**src/hdl/hcbd_pkg.sv**
```systemverilog
`timescale 1ns / 1ps
`default_nettype none
// ----------------------------------------------------------------------------
// HTTP chunked body decoder package
// Widths, result kinds, character codes and the hex digit decoder shared by
// the decoder core.
// ----------------------------------------------------------------------------
package hcbd_pkg;

   // Width of the chunk size accumulator and of the running body total.
   localparam int LEN_BITS   = 24;
   localparam int TOTAL_BITS = 32;
   // The total plus one chunk length needs one carry bit above the wider of the two.
   localparam int SUM_BITS   = ((LEN_BITS > TOTAL_BITS) ? LEN_BITS : TOTAL_BITS) + 1;

   localparam int KIND_BITS  = 2;
   localparam int BYTE_BITS  = 8;
   localparam int RLEN_BITS  = 32;

   typedef logic [KIND_BITS-1:0] kind_type;

   localparam kind_type KIND_DATA = 2'd0;
   localparam kind_type KIND_SIZE = 2'd1;
   localparam kind_type KIND_END  = 2'd2;
   localparam kind_type KIND_BAD  = 2'd3;

   localparam logic [7:0] CHAR_LF      = 8'h0A;
   localparam logic [7:0] CHAR_CR      = 8'h0D;
   localparam logic [7:0] CHAR_ZERO    = 8'h30;
   localparam logic [7:0] CHAR_NINE    = 8'h39;
   localparam logic [7:0] CHAR_UPPER_A = 8'h41;
   localparam logic [7:0] CHAR_UPPER_F = 8'h46;
   localparam logic [7:0] CHAR_LOWER_A = 8'h61;
   localparam logic [7:0] CHAR_LOWER_F = 8'h66;
   localparam logic [3:0] DIGIT_TEN    = 4'd10;

   typedef struct packed {
      logic       valid;
      logic [3:0] value;
   } hex_digit_type;

   // Decodes one ASCII hex digit in either case.
   function automatic hex_digit_type hex_decode(input logic [7:0] ch);
      hex_digit_type d;
      d.valid = 1'b0;
      d.value = 4'd0;
      if (ch >= CHAR_ZERO && ch <= CHAR_NINE) begin
         d.valid = 1'b1;
         d.value = 4'(ch - CHAR_ZERO);
      end else if (ch >= CHAR_UPPER_A && ch <= CHAR_UPPER_F) begin
         d.valid = 1'b1;
         d.value = 4'(ch - CHAR_UPPER_A) + DIGIT_TEN;
      end else if (ch >= CHAR_LOWER_A && ch <= CHAR_LOWER_F) begin
         d.valid = 1'b1;
         d.value = 4'(ch - CHAR_LOWER_A) + DIGIT_TEN;
      end
      return d;
   endfunction

endpackage
`default_nettype wire

```
**src/hdl/http_chunked_body_decoder_core.sv**
```systemverilog
`timescale 1ns / 1ps
`default_nettype none
// ----------------------------------------------------------------------------
// HTTP chunked body decoder core
// Parses chunk size lines of a chunked body, passes the chunk data through
// and reports chunk lengths, the total body length and malformed input.
// ----------------------------------------------------------------------------
//
//  Channel  Direction  Handshake            Payload
//  req      in         req_valid/req_ready  req_in_byte
//  rsp      out        rsp_valid/rsp_ready  rsp_kind, rsp_out_byte, rsp_length_value
//
//  One request per clock cycle is sustained while rsp is not stalled; a request passes
//  from the input register through the decode logic that updates the phase, size and
//  byte counters into the result register.
//  Requests that produce no result (CR, hex digits, trailer bytes, anything after
//  the end or an error) still pass through the decode stage.
//  Reset is synchronous and returns the decoder to the start of a size line.
//  A stall on rsp holds the result register and backs up into req_ready.
//
module http_chunked_body_decoder_core (
   input  wire                                clock,
   input  wire                                reset,
   input  wire                                req_valid,
   output logic                               req_ready,
   input  wire  [hcbd_pkg::BYTE_BITS-1:0]     req_in_byte,
   output logic                               rsp_valid,
   input  wire                                rsp_ready,
   output logic [hcbd_pkg::KIND_BITS-1:0]     rsp_kind,
   output logic [hcbd_pkg::BYTE_BITS-1:0]     rsp_out_byte,
   output logic [hcbd_pkg::RLEN_BITS-1:0]     rsp_length_value
);

   localparam logic [2:0] PH_SIZE   = 3'd0;
   localparam logic [2:0] PH_DATA   = 3'd1;
   localparam logic [2:0] PH_TRAIL1 = 3'd2;
   localparam logic [2:0] PH_TRAIL2 = 3'd3;
   localparam logic [2:0] PH_DONE   = 3'd4;
   localparam logic [2:0] PH_ERR    = 3'd5;

   localparam int LB = hcbd_pkg::LEN_BITS;
   localparam int TB = hcbd_pkg::TOTAL_BITS;
   localparam int SB = hcbd_pkg::SUM_BITS;

   // Input register.
   logic                          in_valid_ff, in_valid_in;
   logic [hcbd_pkg::BYTE_BITS-1:0] in_byte_ff;

   // Decoder state.
   logic [2:0]    phase_ff, phase_in;
   logic [LB-1:0] size_accum_ff, size_accum_in;
   logic [LB-1:0] bytes_left_ff, bytes_left_in;
   logic [TB-1:0] total_ff, total_in;

   // Result register.
   logic                           rsp_valid_ff, rsp_valid_in;
   hcbd_pkg::kind_type             rsp_kind_ff;
   logic [hcbd_pkg::BYTE_BITS-1:0] rsp_byte_ff;
   logic [hcbd_pkg::RLEN_BITS-1:0] rsp_len_ff;

   logic                           advance;
   logic                           res_valid;
   hcbd_pkg::kind_type             res_kind;
   logic [hcbd_pkg::BYTE_BITS-1:0] res_byte;
   logic [hcbd_pkg::RLEN_BITS-1:0] res_len;
   hcbd_pkg::hex_digit_type        digit;
   logic [SB-1:0]                  sum;
   logic                           sum_overflow;
   logic [LB-1:0]                  left_dec;

   assign advance   = in_valid_ff && (!rsp_valid_ff || rsp_ready);
   assign req_ready = !in_valid_ff || advance;

   assign digit        = hcbd_pkg::hex_decode(in_byte_ff);
   assign sum          = SB'(total_ff) + SB'(size_accum_ff);
   assign sum_overflow = (sum[SB-1:TB] != '0);
   assign left_dec     = (bytes_left_ff != '0) ? bytes_left_ff - 1'b1 : bytes_left_ff;

   always_comb begin
      phase_in      = phase_ff;
      size_accum_in = size_accum_ff;
      bytes_left_in = bytes_left_ff;
      total_in      = total_ff;
      res_valid     = 1'b0;
      res_kind      = hcbd_pkg::KIND_DATA;
      res_byte      = '0;
      res_len       = '0;
      unique case (phase_ff)
         PH_SIZE: begin
            if (in_byte_ff == hcbd_pkg::CHAR_CR) begin
               // Carriage returns are dropped anywhere on the size line.
            end else if (in_byte_ff == hcbd_pkg::CHAR_LF) begin
               size_accum_in = '0;
               res_valid     = 1'b1;
               if (size_accum_ff == '0) begin
                  phase_in = PH_DONE;
                  res_kind = hcbd_pkg::KIND_END;
                  res_len  = hcbd_pkg::RLEN_BITS'(total_ff);
               end else if (sum_overflow) begin
                  phase_in = PH_ERR;
                  res_kind = hcbd_pkg::KIND_BAD;
               end else begin
                  phase_in      = PH_DATA;
                  total_in      = sum[TB-1:0];
                  bytes_left_in = size_accum_ff;
                  res_kind      = hcbd_pkg::KIND_SIZE;
                  res_len       = hcbd_pkg::RLEN_BITS'(size_accum_ff);
               end
            end else if (!digit.valid || size_accum_ff[LB-1:LB-4] != 4'd0) begin
               // Not a hex digit, or one more digit would overflow the size.
               phase_in  = PH_ERR;
               res_valid = 1'b1;
               res_kind  = hcbd_pkg::KIND_BAD;
            end else begin
               size_accum_in = {size_accum_ff[LB-5:0], digit.value};
            end
         end
         PH_DATA: begin
            bytes_left_in = left_dec;
            if (left_dec == '0) begin
               phase_in = PH_TRAIL1;
            end
            res_valid = 1'b1;
            res_kind  = hcbd_pkg::KIND_DATA;
            res_byte  = in_byte_ff;
         end
         PH_TRAIL1: begin
            phase_in = PH_TRAIL2;
         end
         PH_TRAIL2: begin
            phase_in      = PH_SIZE;
            size_accum_in = '0;
         end
         default: begin
            // End of message and error are terminal until reset.
         end
      endcase
   end

   assign in_valid_in  = (req_valid && req_ready) || (in_valid_ff && !advance);
   assign rsp_valid_in = advance ? res_valid : (rsp_valid_ff && !rsp_ready);

   always_ff @(posedge clock) begin
      if (reset) begin
         in_valid_ff   <= 1'b0;
         rsp_valid_ff  <= 1'b0;
         phase_ff      <= PH_SIZE;
         size_accum_ff <= '0;
         bytes_left_ff <= '0;
         total_ff      <= '0;
      end else begin
         in_valid_ff  <= in_valid_in;
         rsp_valid_ff <= rsp_valid_in;
         if (advance) begin
            phase_ff      <= phase_in;
            size_accum_ff <= size_accum_in;
            bytes_left_ff <= bytes_left_in;
            total_ff      <= total_in;
         end
      end
   end

   always_ff @(posedge clock) begin
      if (req_valid && req_ready) begin
         in_byte_ff <= req_in_byte;
      end
      if (advance && res_valid) begin
         rsp_kind_ff <= res_kind;
         rsp_byte_ff <= res_byte;
         rsp_len_ff  <= res_len;
      end
   end

   assign rsp_valid        = rsp_valid_ff;
   assign rsp_kind         = rsp_kind_ff;
   assign rsp_out_byte     = rsp_byte_ff;
   assign rsp_length_value = rsp_len_ff;

   // The end and error phases are never left.
   a_terminal_sticky: assert property (@(posedge clock) disable iff (reset)
      (phase_ff == PH_DONE || phase_ff == PH_ERR) |=> $stable(phase_ff))
      else $error("decoder left a terminal phase");

   // While passing data there is always at least one byte outstanding.
   a_data_count: assert property (@(posedge clock) disable iff (reset)
      (phase_ff == PH_DATA) |-> (bytes_left_ff != '0))
      else $error("data phase with no bytes left");

   // A held end of message result means the decoder has finished.
   a_end_phase: assert property (@(posedge clock) disable iff (reset)
      (rsp_valid_ff && rsp_kind_ff == hcbd_pkg::KIND_END) |-> (phase_ff == PH_DONE))
      else $error("end result without done phase");

   // A held ill-formed result means the decoder is in the error phase.
   a_bad_phase: assert property (@(posedge clock) disable iff (reset)
      (rsp_valid_ff && rsp_kind_ff == hcbd_pkg::KIND_BAD) |-> (phase_ff == PH_ERR))
      else $error("ill-formed result without error phase");

   // Only data results carry a payload byte.
   a_byte_zero: assert property (@(posedge clock) disable iff (reset)
      (rsp_valid_ff && rsp_kind_ff != hcbd_pkg::KIND_DATA) |-> (rsp_byte_ff == '0))
      else $error("nonzero byte on a non-data result");

endmodule
`default_nettype wire
```
**config.mk**
```make
export PLATFORM = sky130hd
export DESIGN_NAME = http_chunked_body_decoder_core
export DESIGN_NICKNAME = d
export VERILOG_FILES = /design/src/hdl/hcbd_pkg.sv /design/src/hdl/http_chunked_body_decoder_core.sv
export SDC_FILE = /design/constraint.sdc
export NUM_CORES = 1
export LEC_CHECK = 0
export BUFFER_PORTS_ARGS = -buffer_cell sky130_fd_sc_hd__clkbuf_2
export CORE_AREA = 2 2 102 202
export DETAILED_ROUTE_END_ITERATION = 6
export DIE_AREA = 0 0 104 204
export SYNTH_ARGS = -nofsm -noshare
export SYNTH_HDL_FRONTEND = slang
export SYNTH_SLANG_ARGS = --single-unit
```
**constraint.sdc**
```tcl
create_clock -name clock -period 6 [get_ports clock]
set_clock_uncertainty 0.2 [all_clocks]
set_input_delay 1.2 -clock clock [delete_from_list [all_inputs] [get_ports clock]]
set_output_delay 1.2 -clock clock [all_outputs]
set_load 0.005 [all_outputs]
```
* After elaboration in Yosys (flattened, before gate mapping) *
Cells that the tools add are included.

storage, ports and cells
  input port bits = 12
  flip-flop bits (word level) = 135
  word-level logic and storage cells = 102
  output and inout port bits = 44

operators by class
  $add $sub $neg = 7
  multiplexer cells = 31
  bitwise operators = 5
  order comparisons = 6
  eq/ne operators = 12
  reduce and logical (&&, ||, !) cells = 31

operators with widths
  operator                                                            count
  2-to-1 mux 24 bit                                                   9
  one-hot mux 24 bit (2 select lines)                                 2
  logical NOT 24 bit                                                  2
  adder 32 x 24 -> 33 bit                                             1
  2-to-1 mux 32 bit                                                   1
  nonzero test 24 bit                                                 1
  subtractor 24 x 1 -> 24 bit (second input constant)                 1
  2-to-1 mux 3 bit                                                    6
  equality test 8 x 4 -> 1 bit (second input constant)                2
  greater-or-equal comparator 8 x 7 -> 1 bit (second input constant)  2
  less-or-equal comparator 8 x 7 -> 1 bit (second input constant)     2
  2-to-1 mux 5 bit                                                    3
  one-hot mux 3 bit (4 select lines)                                  1
  AND reduction 6 bit                                                 2
  subtractor 4 x 1 -> 4 bit (second input constant)                   3
  != test 2 bit (second input constant)                               5
  adder 4 bit (second input constant)                                 2
  greater-or-equal comparator 8 x 6 -> 1 bit (second input constant)  1
  less-or-equal comparator 8 x 6 -> 1 bit (second input constant)     1
  logical AND 1 bit                                                   8
  2-to-1 mux 2 bit                                                    4
  nonzero test 4 bit                                                  2
  equality test 3 x 2 -> 1 bit (second input constant)                2
  != test 3 bit (second input constant)                               2
  12 further kinds                                                    27

* Logic depth before layout (Yosys ltp) *
Gate-level depths: netlist of the first run.

  depth in word-level cells = 12
  mapped depth = 11

* Worst setup path before layout of the first run *
No wires, ideal clock.

  kind = register to register
  from = reg in_byte_ff[0] (netlist bit)
  to = reg rsp_kind_ff[0], in the netlist rsp_kind[0] (enable)
  clock period less this slack = 4340 ps
  arrival time = 3684 ps
  setup slack = 1660 ps
  required time = 5345 ps
  library setup time = 455 ps
  buffers on the path = 0
  cell stages (with the launch flop) = 8
  path through = edfxtp_1 > inv_1 > ha_1 > inv_1 > o311ai_1 > a21boi_1 > or3_1 > a21oi_1

on the way
  cells in the longest elaborated chain, start to end = 12
  elaborated cells on any way between the ends = 21
  classes of those cells = order compare: 6; eq/ne: 2; mux: 7; reduce/logical: 6

ends and longest elaborated chain
  item                                                                                                          line                                   text
  from (decl)                                                                                                   http_chunked_body_decoder_core.sv:47   logic [hcbd_pkg::BYTE_BITS-1:0] in_byte_ff;
  from (signal assigned)                                                                                        http_chunked_body_decoder_core.sv:165  in_byte_ff <= req_in_byte;
  greater-or-equal comparator 8 x 7 -> 1 bit / less-or-equal comparator 8 x 7 -> 1 bit (equally long branches)  hcbd_pkg.sv:53                         end else if (ch >= CHAR_LOWER_A && ch <= CHAR_LOWER_F) begin
  logical AND 1 bit                                                                                             hcbd_pkg.sv:53
  2-to-1 mux 5 bit                                                                                              hcbd_pkg.sv:53
  2-to-1 mux 5 bit                                                                                              hcbd_pkg.sv:50                         end else if (ch >= CHAR_UPPER_A && ch <= CHAR_UPPER_F) begin
  2-to-1 mux 5 bit                                                                                              hcbd_pkg.sv:47                         if (ch >= CHAR_ZERO && ch <= CHAR_NINE) begin
  logical NOT 1 bit                                                                                             http_chunked_body_decoder_core.sv:109  end else if (!digit.valid || size_accum_ff[LB-1:LB-4] != 4'd0) begin
  logical OR 1 bit                                                                                              http_chunked_body_decoder_core.sv:109
  2-to-1 mux 1 bit                                                                                              http_chunked_body_decoder_core.sv:109
  2-to-1 mux 1 bit                                                                                              http_chunked_body_decoder_core.sv:92   end else if (in_byte_ff == hcbd_pkg::CHAR_LF) begin
  2-to-1 mux 1 bit *                                                                                            http_chunked_body_decoder_core.sv:90   if (in_byte_ff == hcbd_pkg::CHAR_CR) begin
  one-hot mux 1 bit (2 select lines) *                                                                          http_chunked_body_decoder_core.sv:88   unique case (phase_ff)
  logical AND 1 bit *                                                                                           http_chunked_body_decoder_core.sv:167  if (advance && res_valid) begin
  to (signal assigned)                                                                                          http_chunked_body_decoder_core.sv:168  rsp_kind_ff <= res_kind;
  to (decl)                                                                                                     http_chunked_body_decoder_core.sv:57   hcbd_pkg::kind_type rsp_kind_ff;

Mark *: on every way between the ends. The rest lies on a longest branch, timed or not.
A chain may end at the register's enable or synchronous reset.

* Worst setup path after layout of the first run *
  from = reg size_accum_ff[9]
  to = reg rsp_len_ff (netlist bit rsp_length_value[7]) (data pin)

on the way
  cells in the longest elaborated chain, start to end = 3
  elaborated cells on any way between the ends = 4
  classes of those cells = add/sub: 1; mux: 2; reduce/logical: 1

ends and longest elaborated chain
  item                     line                                   text
  from (decl)              http_chunked_body_decoder_core.sv:51   logic [LB-1:0] size_accum_ff, size_accum_in;
  from (signal assigned)   http_chunked_body_decoder_core.sv:156  size_accum_ff <= size_accum_in;
  adder 32 x 24 -> 33 bit  http_chunked_body_decoder_core.sv:75   assign sum = SB'(total_ff) + SB'(size_accum_ff);
  2-to-1 mux 24 bit        http_chunked_body_decoder_core.sv:99   end else if (sum_overflow) begin
  2-to-1 mux 32 bit *      http_chunked_body_decoder_core.sv:95   if (size_accum_ff == '0) begin
  to (signal assigned)     http_chunked_body_decoder_core.sv:170  rsp_len_ff <= res_len;
  to (decl)                http_chunked_body_decoder_core.sv:59   logic [hcbd_pkg::RLEN_BITS-1:0] rsp_len_ff;

Marks and branches as above.

==> results of run 1 <==
[cells in the mapped netlist, types with 4 or more instances]
master / count / area share
a211o_1: 6 / 0.0068
a211oi_1: 8 / 0.0078
a21o_1: 10 / 0.0097
a21oi_1: 107 / 0.069
a22o_1: 24 / 0.027
a31oi_1: 6 / 0.0049
and2_1: 16 / 0.013
and3_1: 11 / 0.0089
and4_1: 4 / 0.0045
buf_2: 11 / 0.0071
clkbuf_1: 30 / 0.015
dfxtp_1: 85 / 0.22
edfxtp_1: 50 / 0.19
ha_1: 30 / 0.049
inv_1: 22 / 0.011
nand2_1: 113 / 0.055
nand2b_1: 9 / 0.0073
nand3_1: 41 / 0.027
nand3b_1: 4 / 0.0039
nand4_1: 11 / 0.0089
nor2_1: 47 / 0.023
nor2b_1: 5 / 0.0040
nor3_1: 22 / 0.014
nor4_1: 15 / 0.012
o211ai_1: 8 / 0.0078
o21a_1: 7 / 0.0068
o21ai_0: 22 / 0.014
o21ai_1: 14 / 0.0091
o21bai_1: 5 / 0.0049
o31ai_1: 13 / 0.013
o32ai_1: 8 / 0.0091
o41ai_1: 4 / 0.0045
or2_2: 4 / 0.0032
or3_1: 14 / 0.011
or4_1: 5 / 0.0049
xnor2_1: 12 / 0.014
xor2_1: 11 / 0.012
[cell type report]
class / instances / area, um^2 / area share
multi-input cells: 677 / 4270 / 0.4819
clock inverters: 12 / 162.7 / 0.01836
repair buffers: 66 / 357.8 / 0.04038
clock buffers: 20 / 456.7 / 0.05154
flip-flops and latches: 135 / 3203 / 0.3615
well taps: 262 / 327.8 / 0.03700
inverters: 22 / 82.58 / 0.009319
[cells by family after synthesis]
logic type,synth area share
buf+inv,0.03772
simple gates,0.2322
mux,0.002752
fa+ha+maj,0.05116
xor+xnor,0.02606
compound gates,0.2357
flops,0.4144
[state kept, by name (all words and copies together) (netlist names)]
| name | cells |
|---|---|
| phase_ff | 3 |
| rsp_kind | 2 |
| rsp_out_byte | 8 |
| rsp_length_value | 32 |
| rsp_valid | 1 |
| in_valid_ff | 1 |
| total_ff | 32 |
| in_byte_ff | 8 |
| bytes_left_ff | 24 |
| size_accum_ff | 24 |
[through the flow]
step | instance area, um^2 | util
2_1_floorplan | 7729 | -
3_3_place_gp | 8242 | 0.4177
3_5_place_dp | 8242 | 0.4177
4_1_cts | 8861 | 0.4491
5_1_grt | 8861 | 0.4491
6_report | 8861 | 0.4491
[power by group]
group / internal (mW) / switching [mW]
Clock: 0.684 / 0.428
Combinational: 0.0587 / 0.123
Sequential: 0.974 / 0.0153
Total: 1.72 / 0.566
[cells in the final DEF, fill, tap and decap left out, types with 9 or more instances in the layout]
cell type / netlist / final
nor2_1: 47 / 47
o21ai_0: 22 / 22
or3_1: 14 / 14
nand4_1: 11 / 11
nand2_1: 113 / 113
clkbuf_16: 0 / 17
nand2b_1: 9 / 9
ha_1: 30 / 30
o31ai_1: 13 / 13
a22o_1: 24 / 24
nand3_1: 41 / 41
xnor2_1: 12 / 12
nor4_1: 15 / 14
buf_4: 2 / 11
and2_1: 16 / 16
dfxtp_1: 85 / 85
edfxtp_1: 50 / 50
nor3_1: 22 / 22
and3_1: 11 / 11
inv_1: 22 / 22
xor2_1: 11 / 11
a21oi_1: 107 / 106
o21ai_1: 14 / 13
clkbuf_2: 0 / 55
a21o_1: 10 / 10
[layer usage]
metal / up-vias / GRT usage
li1: 3387 / -
met1: 3375 / 0.2243
met2: 183 / 0.4161
met3: 55 / 0.03125
met4: 0 / 0.1125
met5: - / 0
[worst max path at each step]
stage                 startpoint                    to  slack, ns  cells past startpoint
4_1_cts        size_accum_ff[15]   rsp_length_value[7]       2.28                      7
2_1_floorplan      in_byte_ff[0]           rsp_kind[0]       1.66                      7
3_5_place_dp   size_accum_ff[15]  rsp_length_value[14]       2.30                      7
6_report        size_accum_ff[9]   rsp_length_value[7]       2.32                      8
5_1_grt        size_accum_ff[15]   rsp_length_value[7]       2.11                      7
3_3_place_gp    size_accum_ff[9]   rsp_length_value[0]       2.32                      8
[critical path: cells and delay by family, from the launching register on]
family,cells,cell delay (ns)
buf+inv,1,0.35
flops,1,0.48
compound gates,6,2.15
fa+ha+maj,1,0.36
==> impl_metrics.yaml, run 1 <==
yosys:
  avgSynthCellArea_um2: 8.783
  synth_edf_count: 50
  syn_inst: 880
  yosysSeqAreaShare: 0.4144
  syn-num-nets: 923
  async_reset_ff_frac: 0
  synthDistinctLibCells: 80
  ys_seq_elements: 135
  yosys_warnings: 0
  synth_area_um2: 7729
  ys.flop_type: "dfxtp_1"
worst_setup_path:
  r2r_slack_ns: 2.32
  reg2reg_depth: 8
  critPathMaxStageDelay_ns: 0.65
  start_kind: "register"
  crit_required_ns: 6.08
  crit_path_top_delay_cell: "a311oi_1"
  r2r-start: "size_accum_ff[9]"
  critPathKind: "reg -> reg"
  end_kind: "register"
  cp.arrival_ns: 3.76
  crit_fanout: 16
  cp_cell_sequence: "ha_1 -> a21oi_1 -> o21ai_0 -> a311oi_1 -> o211ai_1 -> a21boi_2 -> buf_4 -> a22o_1"
  regToRegEndpoint: "rsp_length_value[7]"
global_route:
  track_usage: 0.2166
  first_global_vias: 6941
  grt_max_degree: 85
  antenna_found_initial: 0
  grt_pass1_wl_um: 36220
  grt-ovfl-total: 0
timing:
  maxSlewHeadroom: 0.3474
  drv_slew: 0
  hold_violations: 0
  period_minus_slack_ns: 3.680
  setup_ws_ns: 2.320
  setup_viol: 0
  worst_pin_slew_ns: 0.9789
  final.period_utilization: 0.6134
  rsz0062_at_grt: "false"
  fin_tns_setup_ns: 0
  fin_hold_ws_ns: 0.2737
  timing.fmax_ghz: 0.2717
clocking:
  htreeDepth: 4
  cts_tree: "yes"
  cts_resized: 0
  clock_path_buffers: 2
  cts_hold_repair.buffers: 0
  cts-root-buf: "clkbuf_16"
  cts_sinks: 135
  clk_pin_slew_ns: 0.06
  numCtsBuffers: 17
  cts_setup_buffers: 0
  insertion_delay_ns: 0.42
floorplan:
  ios: 56
  die_area_um2: 21220
  core-area_um2: 19730
  die_h_um: 204
  rows: 73
  die_width_um: 104
  start_util: 0.3917
worst_hold_path:
  whs_endpoint: "total_ff[6]"
  holdCritPathClass: "reg -> reg"
  min_path_cells: 2
  min_from: "total_ff[6]"
power:
  power_mw: 2.283
  p_leak_nw: 3.288
  ir_drop_mv: 0.1508
  cellPowerDensity_nw_per_um2: 257.7
flow_run:
  cap_violations: 0
routing:
  drtIter0Drc: 418
  wl_met3_um: 854
  drc_errors: 0
  wl_um: 22750
  top_layer: "met4"
  ant_nets: 0
  wl_met1_um: 8484
  met2_length_um: 12500
  vias_per_cell: 5.863
  vias: 7000
  drtPass1Iterations: 7
  routedWlPerCell_um: 19.05
placed_design:
  portBuffers: 55
  routabilityCongestion: 0.9086
  dpl.hpwl_um: 16350
  place_ws_ns: 2.304
  dp.cells: 1162
cells_and_area:
  nNetsFinal: 962
  antenna_cells: 0
  n_fill_cell: 1994
  fin_cells: 1194
  area_growth_pct: 14.65
  drive_gt1_frac: 0.1309
status:
  status: "completed"
Power figures use the tool's default switching activity.
==> run 2, diff against run 1 <==
Clock period 6 ns to 3.16 ns, I/O delays scaled along.
==> run 2 against run 1 <==
  * First-iteration DRC count grew 9.8%
  * Combinational power grew 110%
  * Clock power rose by 85%
  * Fmax is 24% higher
  * Largest power group unchanged
  * Critical endpoint is now total_ff[26]
  * Largest cell class unchanged
  * Critical path type unchanged
==> impl_metrics.yaml, run 2 (same netlist as run 1, synthesis figures left out) <==
placed_design:
  dpl.hpwl_um: 17850
  routabilityCongestion: 0.9405
  portBuffers: 55
power:
  pwr-share-clk: 0.476
  intPower_mw: 3.235
  ir_drop_mv: 0.3145
  switchingPower_mw: 1.069
  p_leak_nw: 3.578
  pwr-share-seq: 0.436
  power_mw: 4.304
  switching_share: 0.2483
  combinationalPowerShare: 0.088
  cellPowerDensity_nw_per_um2: 458.9
routing:
  vias: 7396
  drc_errors: 0
  routedWlPerCell_um: 19.38
  drtPass1Iterations: 5
  drtIter0Drc: 459
  vias_per_cell: 5.922
  ant_nets: 0
  wl_um: 24210
flow_run:
  cap_violations: 0
worst_setup_path:
  crit_fanout: 23
  critPathKind: "reg -> reg"
  start_kind: "register"
  end_kind: "register"
  cp.arrival_ns: 3.15
  cp_cell_sequence: "ha_1 -> fa_1 -> a21o_1 -> a31oi_4 -> or3b_1 -> o211a_2 -> o21ai_2 -> buf_12 -> or4_1 -> a21oi_1"
  crit_required_ns: 3.34
  path_delay_family: "compound AO/OA/AOI/OAI gates"
  critPathMaxStageDelay_ns: 0.47
  worst-path-buf-inv: 1
  crit_path_top_delay_cell: "or4_1"
timing:
  hold_violations: 0
  fin_tns_setup_ns: 0
  worst_pin_slew_ns: 0.7094
  rsz0062_at_grt: "false"
  period_minus_slack_ns: 2.978
  fin_hold_ws_ns: 0.1660
  timing.fmax_ghz: 0.3358
  drv_slew: 0
  maxSlewHeadroom: 0.5271
  setup_viol: 0
  final.period_utilization: 0.9423
floorplan:
  rows: 73
  ios: 56
  die_area_um2: 21220
  die_h_um: 204
  core-area_um2: 19730
  die_width_um: 104
  start_util: 0.3917
clocking:
  numCtsBuffers: 17
  htreeDepth: 4
  cts_sinks: 135
  cts_setup_buffers: 0
  cts_tree: "yes"
  clock_path_buffers: 2
  insertion_delay_ns: 0.44
  clk_pin_slew_ns: 0.06
  cts-root-buf: "clkbuf_16"
status:
  status: "completed"
cells_and_area:
  area_growth_pct: 21.35
  antenna_cells: 0
  final_common_cell: "nand2_1"
  drive_gt1_frac: 0.1844
  multiInputGateArea_um2: 4302
  seq_area_um2: 3203
  final_cell_mix: "nand2_1, a21oi_1, dfxtp_1, buf_4, clkbuf_2"
  n_fill_cell: 1970
  nNetsFinal: 1017
worst_hold_path:
  holdCritPathClass: "in -> reg"
global_route:
  track_usage: 0.2362
  grt_max_degree: 42
  grt_pass1_wl_um: 38710
  first_global_vias: 7358
  antenna_found_initial: 0
  grt-ovfl-total: 0
[run 2: worst paths after layout]
check	start	end	slack, ns	cells past startpoint
worst max-delay path	size_accum_ff[0]	total_ff[26]	0.18	10
worst min-delay path	req_in_byte[3]	in_byte_ff[3]	0.17	1
worst max register to register	size_accum_ff[0]	total_ff[26]	0.18	10
worst min register to register	total_ff[17]	total_ff[17]	0.27	2
[run 2: metal layers]
layer	track usage	routed length, um	vias to the layer above	share of wire
li1	-	-	3500	-
met1	0.2300	8524	3585	0.35
met2	0.4530	13490	221	0.56
met3	0.03922	861	90	0.036
met4	0.1520	1325	0	0.055
met5	0	0	-	0
[run 2: area by class of cell]
class	instances	share of cell area
clock buffer	18	0.04576
clock inverter	14	0.01881
inverter	22	0.008805
multi-input combinational	677	0.4586
sequential	135	0.3415
tap	262	0.03495
timing repair buffer	121	0.09152
[run 2: power by group through the flow]
stage	Clock, mW	Combinational (mW)	Sequential, mW
CTS	2.07	0.379	1.87
finish	2.05	0.379	1.87
floorplan	0	0.224	1.91
detailed placement	0	0.377	1.91
global placement	0	0.377	1.91
global route	2.15	0.417	1.88
[run 2: worst reg2reg max path, stage by stage (launching register included)]
cell and delay (ns):
dfxtp_1 0.32, ha_1 0.23, fa_1 0.41, a21o_1 0.22
a31oi_4 0.24, or3b_1 0.16, o211a_2 0.23, o21ai_2 0.10
buf_12 0.19, or4_1 0.47, a21oi_1 0.14
[run 2: what timing repair did]
item	CTS	global route
resized for setup	0	5
hold buffers	0	0
setup endpoints to repair	0	9
[run 2: through the flow]
stage,worst slack [ns],cell area [um^2],cells,utilization
finish,0.1824,9379,1249,0.4754
CTS,0.05243,9348,1249,0.4738
floorplan,0.1380,7740,880,-
detailed placement,0.07465,8742,1217,0.4431
global placement,0.1320,8742,1217,0.4431
global route,0.02294,9379,1249,0.4754
==> run 3, diff against run 2 <==
Settings changed: ABC_AREA set to 1, CORE_AREA 2 2 102 202 to 2 2 104 207, DIE_AREA 0 0 104 204 to 0 0 106 209.
==> run 3 against run 2 <==
  * Clock power decreased by 4%
  * Critical path depth increased by 5
  * Power increased by 3.8%
  * Register-to-register slack about the same
  * Critical endpoint is now bytes_left_ff[20]
  * Combinational power increased by 61%
  * Largest power group unchanged
  * Synthesized cell count increased by 24%
==> impl_metrics.yaml, run 3 <==
worst_setup_path:
  critPathMaxStageDelay_ns: 0.41
  cp.arrival_ns: 3.12
  r2r-start: "size_accum_ff[0]"
  crit_fanout: 21
  r2r_slack_ns: 0.19
  reg2reg_depth: 15
  crit_required_ns: 3.32
  end_kind: "register"
  regToRegEndpoint: "bytes_left_ff[20]"
  critPathCapture: "bytes_left_ff[20]"
  cp_cell_sequence: "ha_1 -> fa_1 -> nand3_1 -> nand2_1 -> nand3_1 -> nand2_2 -> nand3_2 -> nand2_2 -> nand2_1 -> nand3_2 -> o21ai_4 -> nand2_2 -> clkinv_2 -> nand2_1 -> a21oi_1"
  critPathKind: "reg -> reg"
  critical_path.startpoint: "size_accum_ff[0]"
  crit_path_top_delay_cell: "fa_1"
  start_kind: "register"
timing:
  setup_viol: 0
  drv_slew: 0
  fin_tns_setup_ns: 0
  period_minus_slack_ns: 2.965
  final.period_utilization: 0.9384
  hold_violations: 0
  maxSlewHeadroom: 0.5462
  worst_pin_slew_ns: 0.6765
  timing.fmax_ghz: 0.3372
yosys:
  synth_edf_count: 50
  synth_common_cells: "nand2_1, nor2_1, inv_1, a21oi_1, dfxtp_1"
  yosys_warnings: 0
  yosys-top-cells-area: "dfxtp_1, edfxtp_1, nand2_1"
  ys_seq_elements: 135
  synthSimpleGateAreaFrac: 0.2718
  syn-num-nets: 1138
  synthAdderAreaFrac: 0.04883
  yosys.area.top_type: "dfxtp_1"
  ys.flop_type: "dfxtp_1"
  synthMuxAreaShare: 0
  syn_inst: 1095
  synth_top_area_frac: 0.2102
  synth_xor_area_frac: 0.02704
  synthDistinctLibCells: 48
  async_reset_ff_frac: 0
  yosysSeqAreaShare: 0.3956
  synth.most_common_cell: "nand2_1"
  synth_compound_area_frac: 0.1743
  avgSynthCellArea_um2: 7.394
  synth_top_family_by_area: "simple AND/OR/NAND/NOR gates"
  synth_area_um2: 8097
power:
  power_mw: 4.467
  ir_drop_mv: 0.4255
  p_leak_nw: 3.957
  cellPowerDensity_nw_per_um2: 481.8
cells_and_area:
  final_core_util: 0.4471
  nNetsFinal: 1195
  area_growth_pct: 14.51
  final_cell_mix: "nand2_1, nor2_1, inv_1, a21oi_1, dfxtp_1"
  drive_gt1_frac: 0.1382
  final_common_cell: "nand2_1"
  fin_cells: 1434
  antenna_cells: 0
floorplan:
  ios: 56
  core-area_um2: 20740
  start_util: 0.3904
  die_area_um2: 22150
  die_width_um: 106
  die_h_um: 209
  rows: 75
routing:
  drtIter0Drc: 421
  vias_per_cell: 5.285
  routedWlPerCell_um: 15.79
  wl_um: 22650
  drtPass1Iterations: 5
  drc_errors: 0
  vias: 7578
  ant_nets: 0
global_route:
  grt-ovfl-total: 0
  track_usage: 0.2115
  grt_pass1_wl_um: 36850
  first_global_vias: 7318
  antenna_found_initial: 0
  grt_max_degree: 44
clocking:
  cts_sinks: 135
  clk_pin_slew_ns: 0.06
  cts_tree: "yes"
  clock_path_buffers: 2
  cts_hold_repair.buffers: 0
  cts-root-buf: "clkbuf_16"
  insertion_delay_ns: 0.43
  htreeDepth: 4
  numCtsBuffers: 17
placed_design:
  portBuffers: 55
  dp.cells: 1402
  routabilityCongestion: 0.9072
  dpl.hpwl_um: 17050
worst_hold_path:
  holdCritPathClass: "in -> reg"
flow_run:
  cap_violations: 0
status:
  status: "completed"
==> run 3: power breakdown <==
group          switching [mW]  leakage [nW]  internal (mW)
registers              0.0325          1.16           1.86
logic                   0.418          2.53          0.193
clock network           0.798         0.267           1.16
==> run 3: stage by stage <==
stage / cell area [um^2] / worst slack [ns] / hold slack [ns]
floorplan: 8108 / 0.4431 / 0.2397
global placement: 8691 / 0.2237 / 0.2590
detailed placement: 8691 / 0.1981 / 0.2588
CTS: 9270 / 0.1519 / 0.1574
global route: 9271 / -0.002782 / 0.1624
finish: 9271 / 0.1948 / 0.1726
==> run 3: cell type report <==
class,instances,area (um^2)
inverters,122,461.7
multi-input cells,799,4238
repair buffers,77,452.9
well taps,269,336.6
fillers,2089,11470
clock buffers,18,429.2
flip-flops and latches,135,3203
clock inverters,14,150.1
==> run 3: critical path: cells and delay by family (launching register included) <==
kind            cells  cell delay (ns)
simple gates       10             1.08
fa+ha+maj           2             0.63
compound gates      2             0.37
flops               1             0.32
buf+inv             1             0.29
==> run 3: how the worst min path moves through the flow <==
stage / from / endpoint / cells after the start
after global routing: req_in_byte[1] / in_byte_ff[1] / 1
after global placement: total_ff[6] / total_ff[6] / 2
after floorplan: total_ff[17] / total_ff[17] / 2
after CTS: req_in_byte[6] / in_byte_ff[6] / 1
after detailed placement: total_ff[7] / total_ff[7] / 2
final: req_in_byte[6] / in_byte_ff[6] / 1
==> run 3: cell families after synthesis <==
logic type	Yosys count
simple gates	500
buf+inv	161
compound gates	243
fa+ha+maj	31
flops	135
xor+xnor	25
==> run 3: layer usage <==
metal,up-vias,global-route usage,part of all wire
met3,50,0.03369,0.039
met5,-,0,0
met1,3541,0.2509,0.42
met2,197,0.3726,0.51
li1,3790,-,-
met4,0,0.09211,0.033
==> run 3: what timing repair did <==
action | 4_1_cts | 5_1_grt
buffers inserted | 0 | 0
gates resized for setup | 0 | 1
endpoints found under the setup margin | 0 | 17
